## src/sv/assert_macros.svh

```systemverilog
// Assertion macros for the RTL.
// Define ASSERT_OFF to compile the checks out.
`ifndef ASSERT_MACROS_SVH
`define ASSERT_MACROS_SVH
`ifndef ASSERT_OFF
`define CHK_IMPL(lbl, clk, rst_n, ante, cons) \
  lbl: assert property (@(posedge clk) disable iff (!rst_n) (ante) |-> (cons)) \
    else $error("check failed");
`define CHK_NEXT(lbl, clk, rst_n, ante, cons) \
  lbl: assert property (@(posedge clk) disable iff (!rst_n) (ante) |=> (cons)) \
    else $error("check failed");
`else
`define CHK_IMPL(lbl, clk, rst_n, ante, cons)
`define CHK_NEXT(lbl, clk, rst_n, ante, cons)
`endif
`endif

```

## src/sv/sha256_pkg.sv

```systemverilog
// SHA-256 constants and round helper functions.
// No dependencies.
package sha256_pkg;
  typedef logic [31:0] word_t;

  localparam word_t H_INIT [8] = '{
    32'h6a09e667, 32'hbb67ae85, 32'h3c6ef372, 32'ha54ff53a,
    32'h510e527f, 32'h9b05688c, 32'h1f83d9ab, 32'h5be0cd19};

  localparam word_t ROUND_K [64] = '{
    32'h428a2f98, 32'h71374491, 32'hb5c0fbcf, 32'he9b5dba5, 32'h3956c25b,
    32'h59f111f1, 32'h923f82a4, 32'hab1c5ed5, 32'hd807aa98, 32'h12835b01,
    32'h243185be, 32'h550c7dc3, 32'h72be5d74, 32'h80deb1fe, 32'h9bdc06a7,
    32'hc19bf174, 32'he49b69c1, 32'hefbe4786, 32'h0fc19dc6, 32'h240ca1cc,
    32'h2de92c6f, 32'h4a7484aa, 32'h5cb0a9dc, 32'h76f988da, 32'h983e5152,
    32'ha831c66d, 32'hb00327c8, 32'hbf597fc7, 32'hc6e00bf3, 32'hd5a79147,
    32'h06ca6351, 32'h14292967, 32'h27b70a85, 32'h2e1b2138, 32'h4d2c6dfc,
    32'h53380d13, 32'h650a7354, 32'h766a0abb, 32'h81c2c92e, 32'h92722c85,
    32'ha2bfe8a1, 32'ha81a664b, 32'hc24b8b70, 32'hc76c51a3, 32'hd192e819,
    32'hd6990624, 32'hf40e3585, 32'h106aa070, 32'h19a4c116, 32'h1e376c08,
    32'h2748774c, 32'h34b0bcb5, 32'h391c0cb3, 32'h4ed8aa4a, 32'h5b9cca4f,
    32'h682e6ff3, 32'h748f82ee, 32'h78a5636f, 32'h84c87814, 32'h8cc70208,
    32'h90befffa, 32'ha4506ceb, 32'hbef9a3f7, 32'hc67178f2};

  localparam logic [7:0] PAD_MARK   = 8'h80;
  localparam logic [5:0] LENGTH_POS = 6'd56;

  function automatic word_t ror(input word_t x, input int n);
    ror = (x >> n) | (x << (32 - n));
  endfunction

  function automatic word_t ssig0(input word_t x);
    ssig0 = ror(x, 7) ^ ror(x, 18) ^ (x >> 3);
  endfunction

  function automatic word_t ssig1(input word_t x);
    ssig1 = ror(x, 17) ^ ror(x, 19) ^ (x >> 10);
  endfunction

  function automatic word_t bsig0(input word_t x);
    bsig0 = ror(x, 2) ^ ror(x, 13) ^ ror(x, 22);
  endfunction

  function automatic word_t bsig1(input word_t x);
    bsig1 = ror(x, 6) ^ ror(x, 11) ^ ror(x, 25);
  endfunction
endpackage

```

## src/sv/sha256_byte_stream_hasher_top.sv

```systemverilog
// SHA-256 byte stream hasher, top level.
// Uses sha256_pkg and assert_macros.svh.
//
// Input items (in_valid / in_stall): in_data_byte, in_byte_valid,
// in_end_of_message. End closes the message, with or without a byte; an
// item with neither flag is dropped. Output items (out_valid / out_stall):
// out_digest_word, out_word_index, out_last_word, eight per message, word 0
// first.
// A byte is written to a 64-entry buffer memory. The 64th byte
// starts a compression: a load phase (one buffer read per cycle into a
// 16-word schedule window), 64 rounds at one per cycle, and a fold step.
// No byte is taken while a compression runs.
// End of message writes the padding one byte per cycle, then runs one or
// two compressions and sends the eight words.
// in_stall is high whenever the block is busy; out_stall only holds the
// current word, and no input is taken until all eight words have gone.
// Reset (rst_n low, synchronous) reloads the initial hash and clears the
// byte and bit counts; buffer entries are always written before read.
`include "assert_macros.svh"

module sha256_byte_stream_hasher_top (
  input  logic        clk,
  input  logic        rst_n,
  input  logic        in_valid,
  output logic        in_stall,
  input  logic [7:0]  in_data_byte,
  input  logic        in_byte_valid,
  input  logic        in_end_of_message,
  output logic        out_valid,
  input  logic        out_stall,
  output logic [31:0] out_digest_word,
  output logic [2:0]  out_word_index,
  output logic        out_last_word
);
  localparam logic [2:0] S_IDLE  = 3'd0;
  localparam logic [2:0] S_PAD   = 3'd1;  // write padding bytes
  localparam logic [2:0] S_LOAD  = 3'd2;  // bytes -> words
  localparam logic [2:0] S_ROUND = 3'd3;
  localparam logic [2:0] S_FOLD  = 3'd4;
  localparam logic [2:0] S_OUT   = 3'd5;

  logic [2:0]  state_r, state_nxt;
  logic [6:0]  fill_r, fill_nxt;      // bytes held; 127 while padding
  logic [63:0] bits_r, bits_nxt;
  logic        final_r, final_nxt;    // current compression closes message
  logic        len_blk_r, len_blk_nxt;// padding block carries length
  logic [5:0]  pos_r, pos_nxt;
  logic [7:0]  cnt_r, cnt_nxt;        // load/round counter
  logic [3:0]  oidx_r, oidx_nxt;
  sha256_pkg::word_t h_r [8];
  sha256_pkg::word_t v_r [8];
  sha256_pkg::word_t acc_r;
  sha256_pkg::word_t wwin_r [16];     // message schedule window

  // byte buffer memory
  logic [7:0] buf_mem [64];
  logic       buf_we;
  logic [5:0] buf_wa, buf_ra;
  logic [7:0] buf_wd, buf_rd_r;

  always_ff @(posedge clk) begin
    if (buf_we) buf_mem[buf_wa] <= buf_wd;
    buf_rd_r <= buf_mem[buf_ra];
  end

  logic take;
  assign in_stall = (state_r != S_IDLE);
  assign take     = in_valid && !in_stall;

  // padding byte for position p
  logic [7:0] pad_byte;
  always_comb begin
    if (len_blk_r && pos_r >= sha256_pkg::LENGTH_POS)
      pad_byte = bits_r[8 * (7 - pos_r[2:0]) +: 8];
    else
      pad_byte = 8'h00;
  end

  // round datapath
  sha256_pkg::word_t w_cur, t1, t2, w_new;
  always_comb begin
    w_cur = wwin_r[0];
    w_new = sha256_pkg::ssig1(wwin_r[14]) + wwin_r[9] +
            sha256_pkg::ssig0(wwin_r[1]) + wwin_r[0];
    t1 = v_r[7] + sha256_pkg::bsig1(v_r[4]) +
         ((v_r[4] & v_r[5]) ^ (~v_r[4] & v_r[6])) +
         sha256_pkg::ROUND_K[cnt_r[5:0]] + w_cur;
    t2 = sha256_pkg::bsig0(v_r[0]) +
         ((v_r[0] & v_r[1]) ^ (v_r[0] & v_r[2]) ^ (v_r[1] & v_r[2]));
  end

  always_comb begin
    state_nxt   = state_r;
    fill_nxt    = fill_r;
    bits_nxt    = bits_r;
    final_nxt   = final_r;
    len_blk_nxt = len_blk_r;
    pos_nxt     = pos_r;
    cnt_nxt     = cnt_r;
    oidx_nxt    = oidx_r;
    buf_we      = 1'b0;
    buf_wa      = fill_r[5:0];
    buf_wd      = in_data_byte;
    buf_ra      = cnt_r[5:0];
    unique case (state_r)
      S_IDLE: begin
        if (take) begin
          if (in_byte_valid) begin
            buf_we   = 1'b1;
            fill_nxt = fill_r + 7'd1;
            bits_nxt = bits_r + 64'd8;
          end
          final_nxt = in_end_of_message;
          if (in_byte_valid && fill_r == 7'd63) begin
            state_nxt = S_LOAD;
            cnt_nxt   = '0;
            fill_nxt  = '0;
          end else if (in_end_of_message) begin
            state_nxt = S_PAD;
          end
        end
      end
      S_PAD: begin
        // first cycle: write 0x80 at fill, then zeros / length up to 63
        buf_we = 1'b1;
        if (fill_r != 7'd127) begin
          buf_wa      = fill_r[5:0];
          buf_wd      = sha256_pkg::PAD_MARK;
          len_blk_nxt = (fill_r[5:0] < sha256_pkg::LENGTH_POS);
          pos_nxt     = fill_r[5:0] + 6'd1;
          fill_nxt    = 7'd127;
          if (fill_r[5:0] == 6'd63) begin
            state_nxt = S_LOAD;
            cnt_nxt   = '0;
          end
        end else begin
          buf_wa  = pos_r;
          buf_wd  = pad_byte;
          pos_nxt = pos_r + 6'd1;
          if (pos_r == 6'd63) begin
            state_nxt = S_LOAD;
            cnt_nxt   = '0;
          end
        end
      end
      S_LOAD: begin
        cnt_nxt = cnt_r + 8'd1;
        if (cnt_r == 8'd64) begin
          state_nxt = S_ROUND;
          cnt_nxt   = '0;
        end
      end
      S_ROUND: begin
        cnt_nxt = cnt_r + 8'd1;
        if (cnt_r == 8'd63) state_nxt = S_FOLD;
      end
      S_FOLD: begin
        fill_nxt = '0;
        if (!final_r) begin
          state_nxt = S_IDLE;
        end else if (fill_r == 7'd127 && !len_blk_r) begin
          // second padding block: zeros then length
          len_blk_nxt = 1'b1;
          pos_nxt     = '0;
          fill_nxt    = 7'd127;
          state_nxt   = S_PAD;
        end else if (fill_r != 7'd127) begin
          state_nxt = S_PAD;   // full block then end: start padding
        end else begin
          state_nxt = S_OUT;
          oidx_nxt  = '0;
        end
      end
      S_OUT: begin
        if (!out_stall) begin
          oidx_nxt = oidx_r + 4'd1;
          if (oidx_r == 4'd7) begin
            state_nxt = S_IDLE;
            fill_nxt  = '0;
            bits_nxt  = '0;
            final_nxt = 1'b0;
            len_blk_nxt = 1'b0;
          end
        end
      end
      default: state_nxt = S_IDLE;
    endcase
  end

  always_ff @(posedge clk) begin
    if (!rst_n) begin
      state_r   <= S_IDLE;
      fill_r    <= '0;
      bits_r    <= '0;
      final_r   <= 1'b0;
      len_blk_r <= 1'b0;
      pos_r     <= '0;
      cnt_r     <= '0;
      oidx_r    <= '0;
      for (int i = 0; i < 8; i++) h_r[i] <= sha256_pkg::H_INIT[i];
    end else begin
      state_r   <= state_nxt;
      fill_r    <= fill_nxt;
      bits_r    <= bits_nxt;
      final_r   <= final_nxt;
      len_blk_r <= len_blk_nxt;
      pos_r     <= pos_nxt;
      cnt_r     <= cnt_nxt;
      oidx_r    <= oidx_nxt;
      if (state_r == S_FOLD)
        for (int i = 0; i < 8; i++) h_r[i] <= h_r[i] + v_r[i];
      if (state_r == S_OUT && !out_stall && oidx_r == 4'd7)
        for (int i = 0; i < 8; i++) h_r[i] <= sha256_pkg::H_INIT[i];
    end
  end

  // load: buffer read data is registered, so it lands in the cycle after address cnt
  always_ff @(posedge clk) begin
    if (state_r == S_LOAD && cnt_r != 8'd0) begin
      acc_r <= {acc_r[23:0], buf_rd_r};
      if (cnt_r[1:0] == 2'd0) begin
        for (int i = 0; i < 15; i++) wwin_r[i] <= wwin_r[i + 1];
        wwin_r[15] <= {acc_r[23:0], buf_rd_r};
      end
    end else if (state_r == S_ROUND) begin
      for (int i = 0; i < 15; i++) wwin_r[i] <= wwin_r[i + 1];
      wwin_r[15] <= w_new;
    end
    if (state_r == S_LOAD) begin
      for (int i = 0; i < 8; i++) v_r[i] <= h_r[i];
    end else if (state_r == S_ROUND) begin
      v_r[7] <= v_r[6]; v_r[6] <= v_r[5]; v_r[5] <= v_r[4];
      v_r[4] <= v_r[3] + t1;
      v_r[3] <= v_r[2]; v_r[2] <= v_r[1]; v_r[1] <= v_r[0];
      v_r[0] <= t1 + t2;
    end
  end

  assign out_valid       = (state_r == S_OUT);
  assign out_digest_word = h_r[oidx_r[2:0]];
  assign out_word_index  = oidx_r[2:0];
  assign out_last_word   = (oidx_r[2:0] == 3'd7);

  `CHK_IMPL(a_no_take_busy, clk, rst_n, state_r != S_IDLE, !take)
  `CHK_IMPL(a_oidx_range, clk, rst_n, out_valid, oidx_r[3] == 1'b0)
  `CHK_NEXT(a_out_hold, clk, rst_n, out_valid && out_stall, out_valid)
  `CHK_IMPL(a_round_cnt, clk, rst_n, state_r == S_ROUND, cnt_r < 8'd64)
endmodule

```

## config.mk

```make
export PLATFORM = sky130hd
export DESIGN_NAME = sha256_byte_stream_hasher_top
export DESIGN_NICKNAME = d
export VERILOG_FILES = /design/src/sv/sha256_pkg.sv /design/src/sv/sha256_byte_stream_hasher_top.sv
export VERILOG_INCLUDE_DIRS = /design/src /design/src/sv
export SDC_FILE = /design/constraint.sdc
export NUM_CORES = 2
export LEC_CHECK = 0
export ABC_AREA = 0
export ABC_CLOCK_PERIOD_IN_PS = 40800
export BUFFER_PORTS_ARGS = -buffer_cell sky130_fd_sc_hd__buf_4
export CAP_MARGIN = 20
export CORE_AREA = 8 8 382 384
export DETAILED_ROUTE_END_ITERATION = 12
export DIE_AREA = 0 0 390 392
export PLACE_DENSITY = 0.79
export SYNTH_ARGS = -nofsm -noshare
export SYNTH_HDL_FRONTEND = slang
export SYNTH_SLANG_ARGS = --single-unit
export TNS_END_PERCENT = 20
```

## constraint.sdc

```tcl
create_clock -name clk -period 40.8 [get_ports clk]
set_clock_uncertainty 0.1 [all_clocks]
set_input_delay 2.04 -clock clk [delete_from_list [all_inputs] [get_ports clk]]
set_output_delay 2.04 -clock clk [all_outputs]
set_load 0.02 [all_outputs]
```

# After elaboration in Yosys (flattened, before gate mapping)
# Memory sizes are Yosys's and may differ from the RTL's. A register that Yosys moved wholly into a read port is not among the register bits.
# Cells that the tools add are included.
# totals
latch_bits,0
mem_bits_ro,2048
regBits,118
inputBits,14
mem_count,5
ram_bits,1536
# memory_table
name,words,width,read_ports,rd_clocked_by_memory_dff,write_ports,line_no,text
(no name shown),64,32,1,0,0,sha256_byte_stream_hasher_top.sv:87,sha256_pkg::ROUND_K[cnt_r[5:0]] + w_cur;
buf_mem,64,8,1,1,1,sha256_byte_stream_hasher_top.sv:56,logic [7:0] buf_mem [64];
wwin_r,16,32,16,0,16,sha256_byte_stream_hasher_top.sv:53,sha256_pkg::word_t wwin_r [16];
h_r,8,32,9,1,8,sha256_byte_stream_hasher_top.sv:50,sha256_pkg::word_t h_r [8];
v_r,8,32,8,0,8,sha256_byte_stream_hasher_top.sv:51,sha256_pkg::word_t v_r [8];
# op_classes
n_shift,1
mul,0
bitwise_logic,68
n_lt_le_gt_ge,3
div_mod_pow,0
n_reduce_logical,28
mux,123
n_eq_ne,30
n_addsub,25
# op_table
cell,count
32-bit 2-to-1 mux,42
32-bit adder,18
32-bit bitwise XOR,9
64-bit 2-to-1 mux,4
32-bit bitwise AND,5
64-bit case mux with 2 select lines,1
8-bit 2-to-1 mux,9
64-bit by 4-bit adder with 64-bit output (second input constant),1
64-bit by 33-bit variable part select with 8-bit output,1
7-bit 2-to-1 mux,8
3-bit 2-to-1 mux,15
1-bit OR,40
32-bit inverter,1
10-bit by 32-bit OR with 32-bit output,1
13-bit by 32-bit OR with 32-bit output,1
14-bit by 32-bit OR with 32-bit output,1
15-bit by 32-bit OR with 32-bit output,1
19-bit by 32-bit OR with 32-bit output,1
21-bit by 32-bit OR with 32-bit output,1
25-bit by 32-bit OR with 32-bit output,1
26-bit by 32-bit OR with 32-bit output,1
30-bit by 32-bit OR with 32-bit output,1
7-bit by 32-bit OR with 32-bit output,1
8-bit case mux with 4 select lines,1
other kinds (46),113

# Logic depth before layout (Yosys ltp)
# logic_depth
word_depth,9
ltp_mapped,46
mapped_depth_nobuf,41

# Worst setup path after synthesis
# No wires, ideal clock.
# synth_timing
kind,reg2reg
start,reg cnt_r[0]
end,mem wwin_r[0][0] (netlist name) (enable)
synth_period_minus_slack_ns,14.766
arrival_time_ns,10.997
path_buffers,5
setup_ns,3.669
path_stages_with_launch,12
setup_slack_ns,26.034
cell_sequence,dfxtp_1 > clkbuf_1 > buf_2 > buf_2 > buf_2 > inv_1 > clkbuf_1 > ha_1 > nand3_1 > o311a_1 > nand2_1 > nand2_1
# synth_rtl
item,line_no,text
from (decl),sha256_byte_stream_hasher_top.sv:48,"logic [7:0] cnt_r, cnt_nxt;"
from (signal assigned),sha256_byte_stream_hasher_top.sv:208,cnt_r <= cnt_nxt;
to (decl),sha256_byte_stream_hasher_top.sv:53,

==> results.md <==
- Setup repair after global routing left no endpoint under its margin.
- The total routed wirelength is 259 mm.
- The endpoint arrival time on the critical path is 11.31 ns.
- The layout has 9,617 filler cells.
- The DRC violations left is 0.
- The cell family contributing the most delay on the critical path is adder cells.
- The total area inside the core boundary comes to 140,000 sq um.
- The number of antenna violations at the first check in global routing is 8.
- The routed via count divided by cell count is 6.60.
- Buffers added to address setup during post-CTS repair amount to 0.
- The critical path startpoint category is a flip-flop.
- The largest stage delay on the critical path is 0.75 ns.
- The clock transition at the register clock pins on the worst setup and hold paths after CTS is 0.06 ns.
- For this run, the number of Yosys warnings is 0.
- The power per standard cell area is 75.1 nW/um^2.
- In this run the tightest slew margin relative to its limit is 24.7%.
- The maximum resistive drop on vdd is 0.0958 mV.
- Dividing the detail-routed wire length by the instance count gives 27.9 microns.
- The hold buffer count at CTS is 0.
- In this run the vertical extent of the chip is 392 microns.
- The number of enable flip-flop cells after synthesis is 1,432.
- The final setup violation count is 0.
- The detailed placer's ending HPWL is 183 mm.
- Entering global routing, the biggest net connects 200 pins.
- The maximum clock path buffer count is 3.
- The worst-margin pin slew is 1.12 ns.
- Along the worst path, the maximum fanout reaches 39.
- The die boundary width is 390 microns.
- The buffering stage count on the worst path with inverters included is 8.
- The first TritonRoute pass finished after 6 iterations.
- The number of buffers created by CTS is 169.
- The register bit count reported by yosys is 1,662.
- The count of buffers inserted at the top-level ports is 51.
- The number of nets in the finished design is 7,848.
- For the worst-skew pair, the clock arrives at the later sink with an insertion delay of 0.81 ns.
- The worst reg2reg path depth is 39.
- 52 I/O pins were placed.
- The mean instance size in the synthesized netlist is 12.4 sq um.
- The root buffer cell is sky130_fd_sc_hd__clkbuf_16.
- TritonCTS built the clock tree.
- The synthesized instance count is 7,279.
- The sequential fraction of design power is 27.6%.
- The floorplan has 138 rows.
- The smallest clock period supported by the final layout is computed as 10.89 ns.
- The first-iteration detailed-routing DRC count is 6,829.
- The cell area that synthesis handed to floorplanning was 90,300 sq um.
- The number of pins with negative max-slew slack in the final report was 0.
- The starting density of the core is 64.4%.
- Counting every sink on the clock net gives 1,662.
- The nature of the critical path endpoint is a flip-flop.
- The number of nets produced by synthesis is 7,883.
- Among all flip-flop cells after synthesis, the most frequent one is sky130_fd_sc_hd__edfxtp_1.
- For this design the static power due to leakage is 34.5 nW.
- After layout, the worst path uses 26.7% of the clock period.
- The internal power consumption is 4.37 mW.
- The slowest stage cell on the critical path is sky130_fd_sc_hd__dfxtp_2.
- The via count of the first global-routing pass is 60.1k.
- The post-cts repair resize count is 0.
- The netlist uses 101 different library cells.
- The fraction of power consumed by combinational cells is 51.3%.
- The clock tree synthesis step divided the H-tree into 4 levels.
- The sequential area share after synthesis is 52.7%.
- The power share of the clock group is 21.1%.
- The global-route congestion overflow total is 0.
- The die footprint is 153,000 sq um.
- The reported max-cap violation count is 0.
- Setup slack on the critical path of the routed design comes to 29.91 ns.
- The worst setup slack after placement is 30.08 ns.
- Counting flops with an async set or reset pin after synthesis yields a share of 0%.
- The overall track demand over capacity in global routing is 33.4%.
- The total count of hold-check failures in the final report is 0.
- Routability-driven placement finished with a final weighted congestion of 0.996.
- The fraction of power spent switching nets is 40.6%.
- The overall via count from detail_route is 61.1k.
- The data required time at the worst endpoint is 41.22 ns.
- The tightest min-delay check is of the flip-flop to flip-flop type.
- Counting stages on the worst path, the most repeated cell is sky130_fd_sc_hd__inv_1.
- The aggregate negative setup slack is 0 ns.
- In the final layout, the share of cells above drive strength 1 is 12.2%.
- The first global-routing pass estimated 384 mm of wire.
- Counting instances, the worst hold path has a depth of 0.
- The number of nets with antenna violations after detailed routing is 0.
- The path type of the worst setup path is flip-flop to flip-flop.
- The run finished with clean final reports.
- In this run the number of cells on the critical path is 39.
- Relative to the synthesized area, the layout overhead comes to 8.56%.
- For this run, the top clock speed supported by timing is 91.8 MHz.
- In this run the power spent charging and discharging nets is 2.99 mW.
layout by cell type (no fill, tap or decap), drive strengths merged, types with 31 or more instances in the layout:
cell	count
edfxtp	1432
nand2	508
nor2	472
a21oi	444
o21ai	420
xnor2	395
ha	395
inv	340
mux2	248
dfxtp	230
xor2	224
clkbuf	214
a21o	207
mux4	203
fa	195
nand3	134
buf	124
nor3	107
mux2i	101
nand2b	73
nor2b	66
and3	62
clkinv	59
a211oi	53
o21a	52
a31oi	52
or3	48
o21bai	40
o211ai	39
nand4	31
worst paths after layout:
path,endpoint,slack [ns],start
setup reg to reg,v_r[0][31],29.91,cnt_r[1]
hold / removal,wwin_r[0][211],0.28,wwin_r[0][243]
setup / recovery,v_r[0][31],29.91,cnt_r[1]
hold reg to reg,wwin_r[0][211],0.28,wwin_r[0][243]
per-stage QoR:
stage	std cells	hold slack, ns	area (sq um)	utilization [%]	total power [mW]
final	9267	0.281	98000	69.9	7.36
after global routing	9266	0.297	98000	69.9	7.81
after CTS	9264	0.299	98000	69.9	7.30
after detailed placement	8962	0.305	92500	66.0	5.74
after global placement	8959	0.300	92500	66.0	5.67
after floorplan	7279	0.300	90300	-	4.89
kinds of logic after synthesis:
logic type      after synthesis  share of synthesized area, %
xor+xnor                    619                          6.01
buf+inv                     665                          2.83
simple gates               1601                          8.23
fa+ha+maj                   594                          9.84
compound gates             1586                          11.1
mux                         552                          9.28
flops                      1662                          52.7
cell usage after synthesis (all sizes together) (134+ instances only):
cell / count / area (sq um)
dfxtp: 230 / 4600
xnor2: 395 / 3460
clkbuf: 252 / 947
nand2: 508 / 1910
edfxtp: 1432 / 43000
nor2: 472 / 1780
ha: 395 / 4940
nand3: 134 / 683
mux2: 248 / 2790
a21o: 207 / 1550
fa: 195 / 3900
inv: 333 / 1250
a21oi: 444 / 2230
mux4: 203 / 4570
o21ai: 420 / 2100
xor2: 224 / 1960
flip-flops by register name, indices dropped and copies added, names as in the netlist, 3 cells and up, named ones only:
register,flops
buf_mem,512
wwin_r,512
h_r,256
v_r,256
bits_r,61
acc_r,24
buf_rd_r,8
cnt_r,8
fill_r,7
pos_r,6
oidx_r,4
state_r,3
metal layers:
metal / global-route usage, % / up-vias / routed length [microns]
li1: - / 26900 / -
met1: 44.7 / 30300 / 100000
met2: 53.3 / 3213 / 120000
met3: 5.97 / 670 / 23800
met4: 15.8 / 0 / 14500
met5: 0 / - / 0
layout make-up:
type / instances / area [sq um] / share of cell area, %
clock buffer: 214 / 4520 / 4.61
inverter: 335 / 1260 / 1.29
clock inverter: 88 / 950 / 0.969
antenna: 2 / 5.00 / 0.00511
multi-input combinational: 4952 / 40300 / 41.1
timing repair buffer: 124 / 1010 / 1.03
sequential: 1662 / 47600 / 48.6
tap: 1890 / 2360 / 2.41
power by group through the flow:
| stage | combinational, mW | sequential, mW | clock [mW] |
|---|---|---|---|
| 3_5_place_dp | 3.68 | 2.07 | 0 |
| 6_report | 3.78 | 2.03 | 1.55 |
| 4_1_cts | 3.71 | 2.03 | 1.56 |
| 3_3_place_gp | 3.61 | 2.06 | 0 |
| 2_1_floorplan | 2.83 | 2.06 | 0 |
| 5_1_grt | 4.15 | 2.04 | 1.62 |
Note: power is estimated with default switching activity, not from simulation.
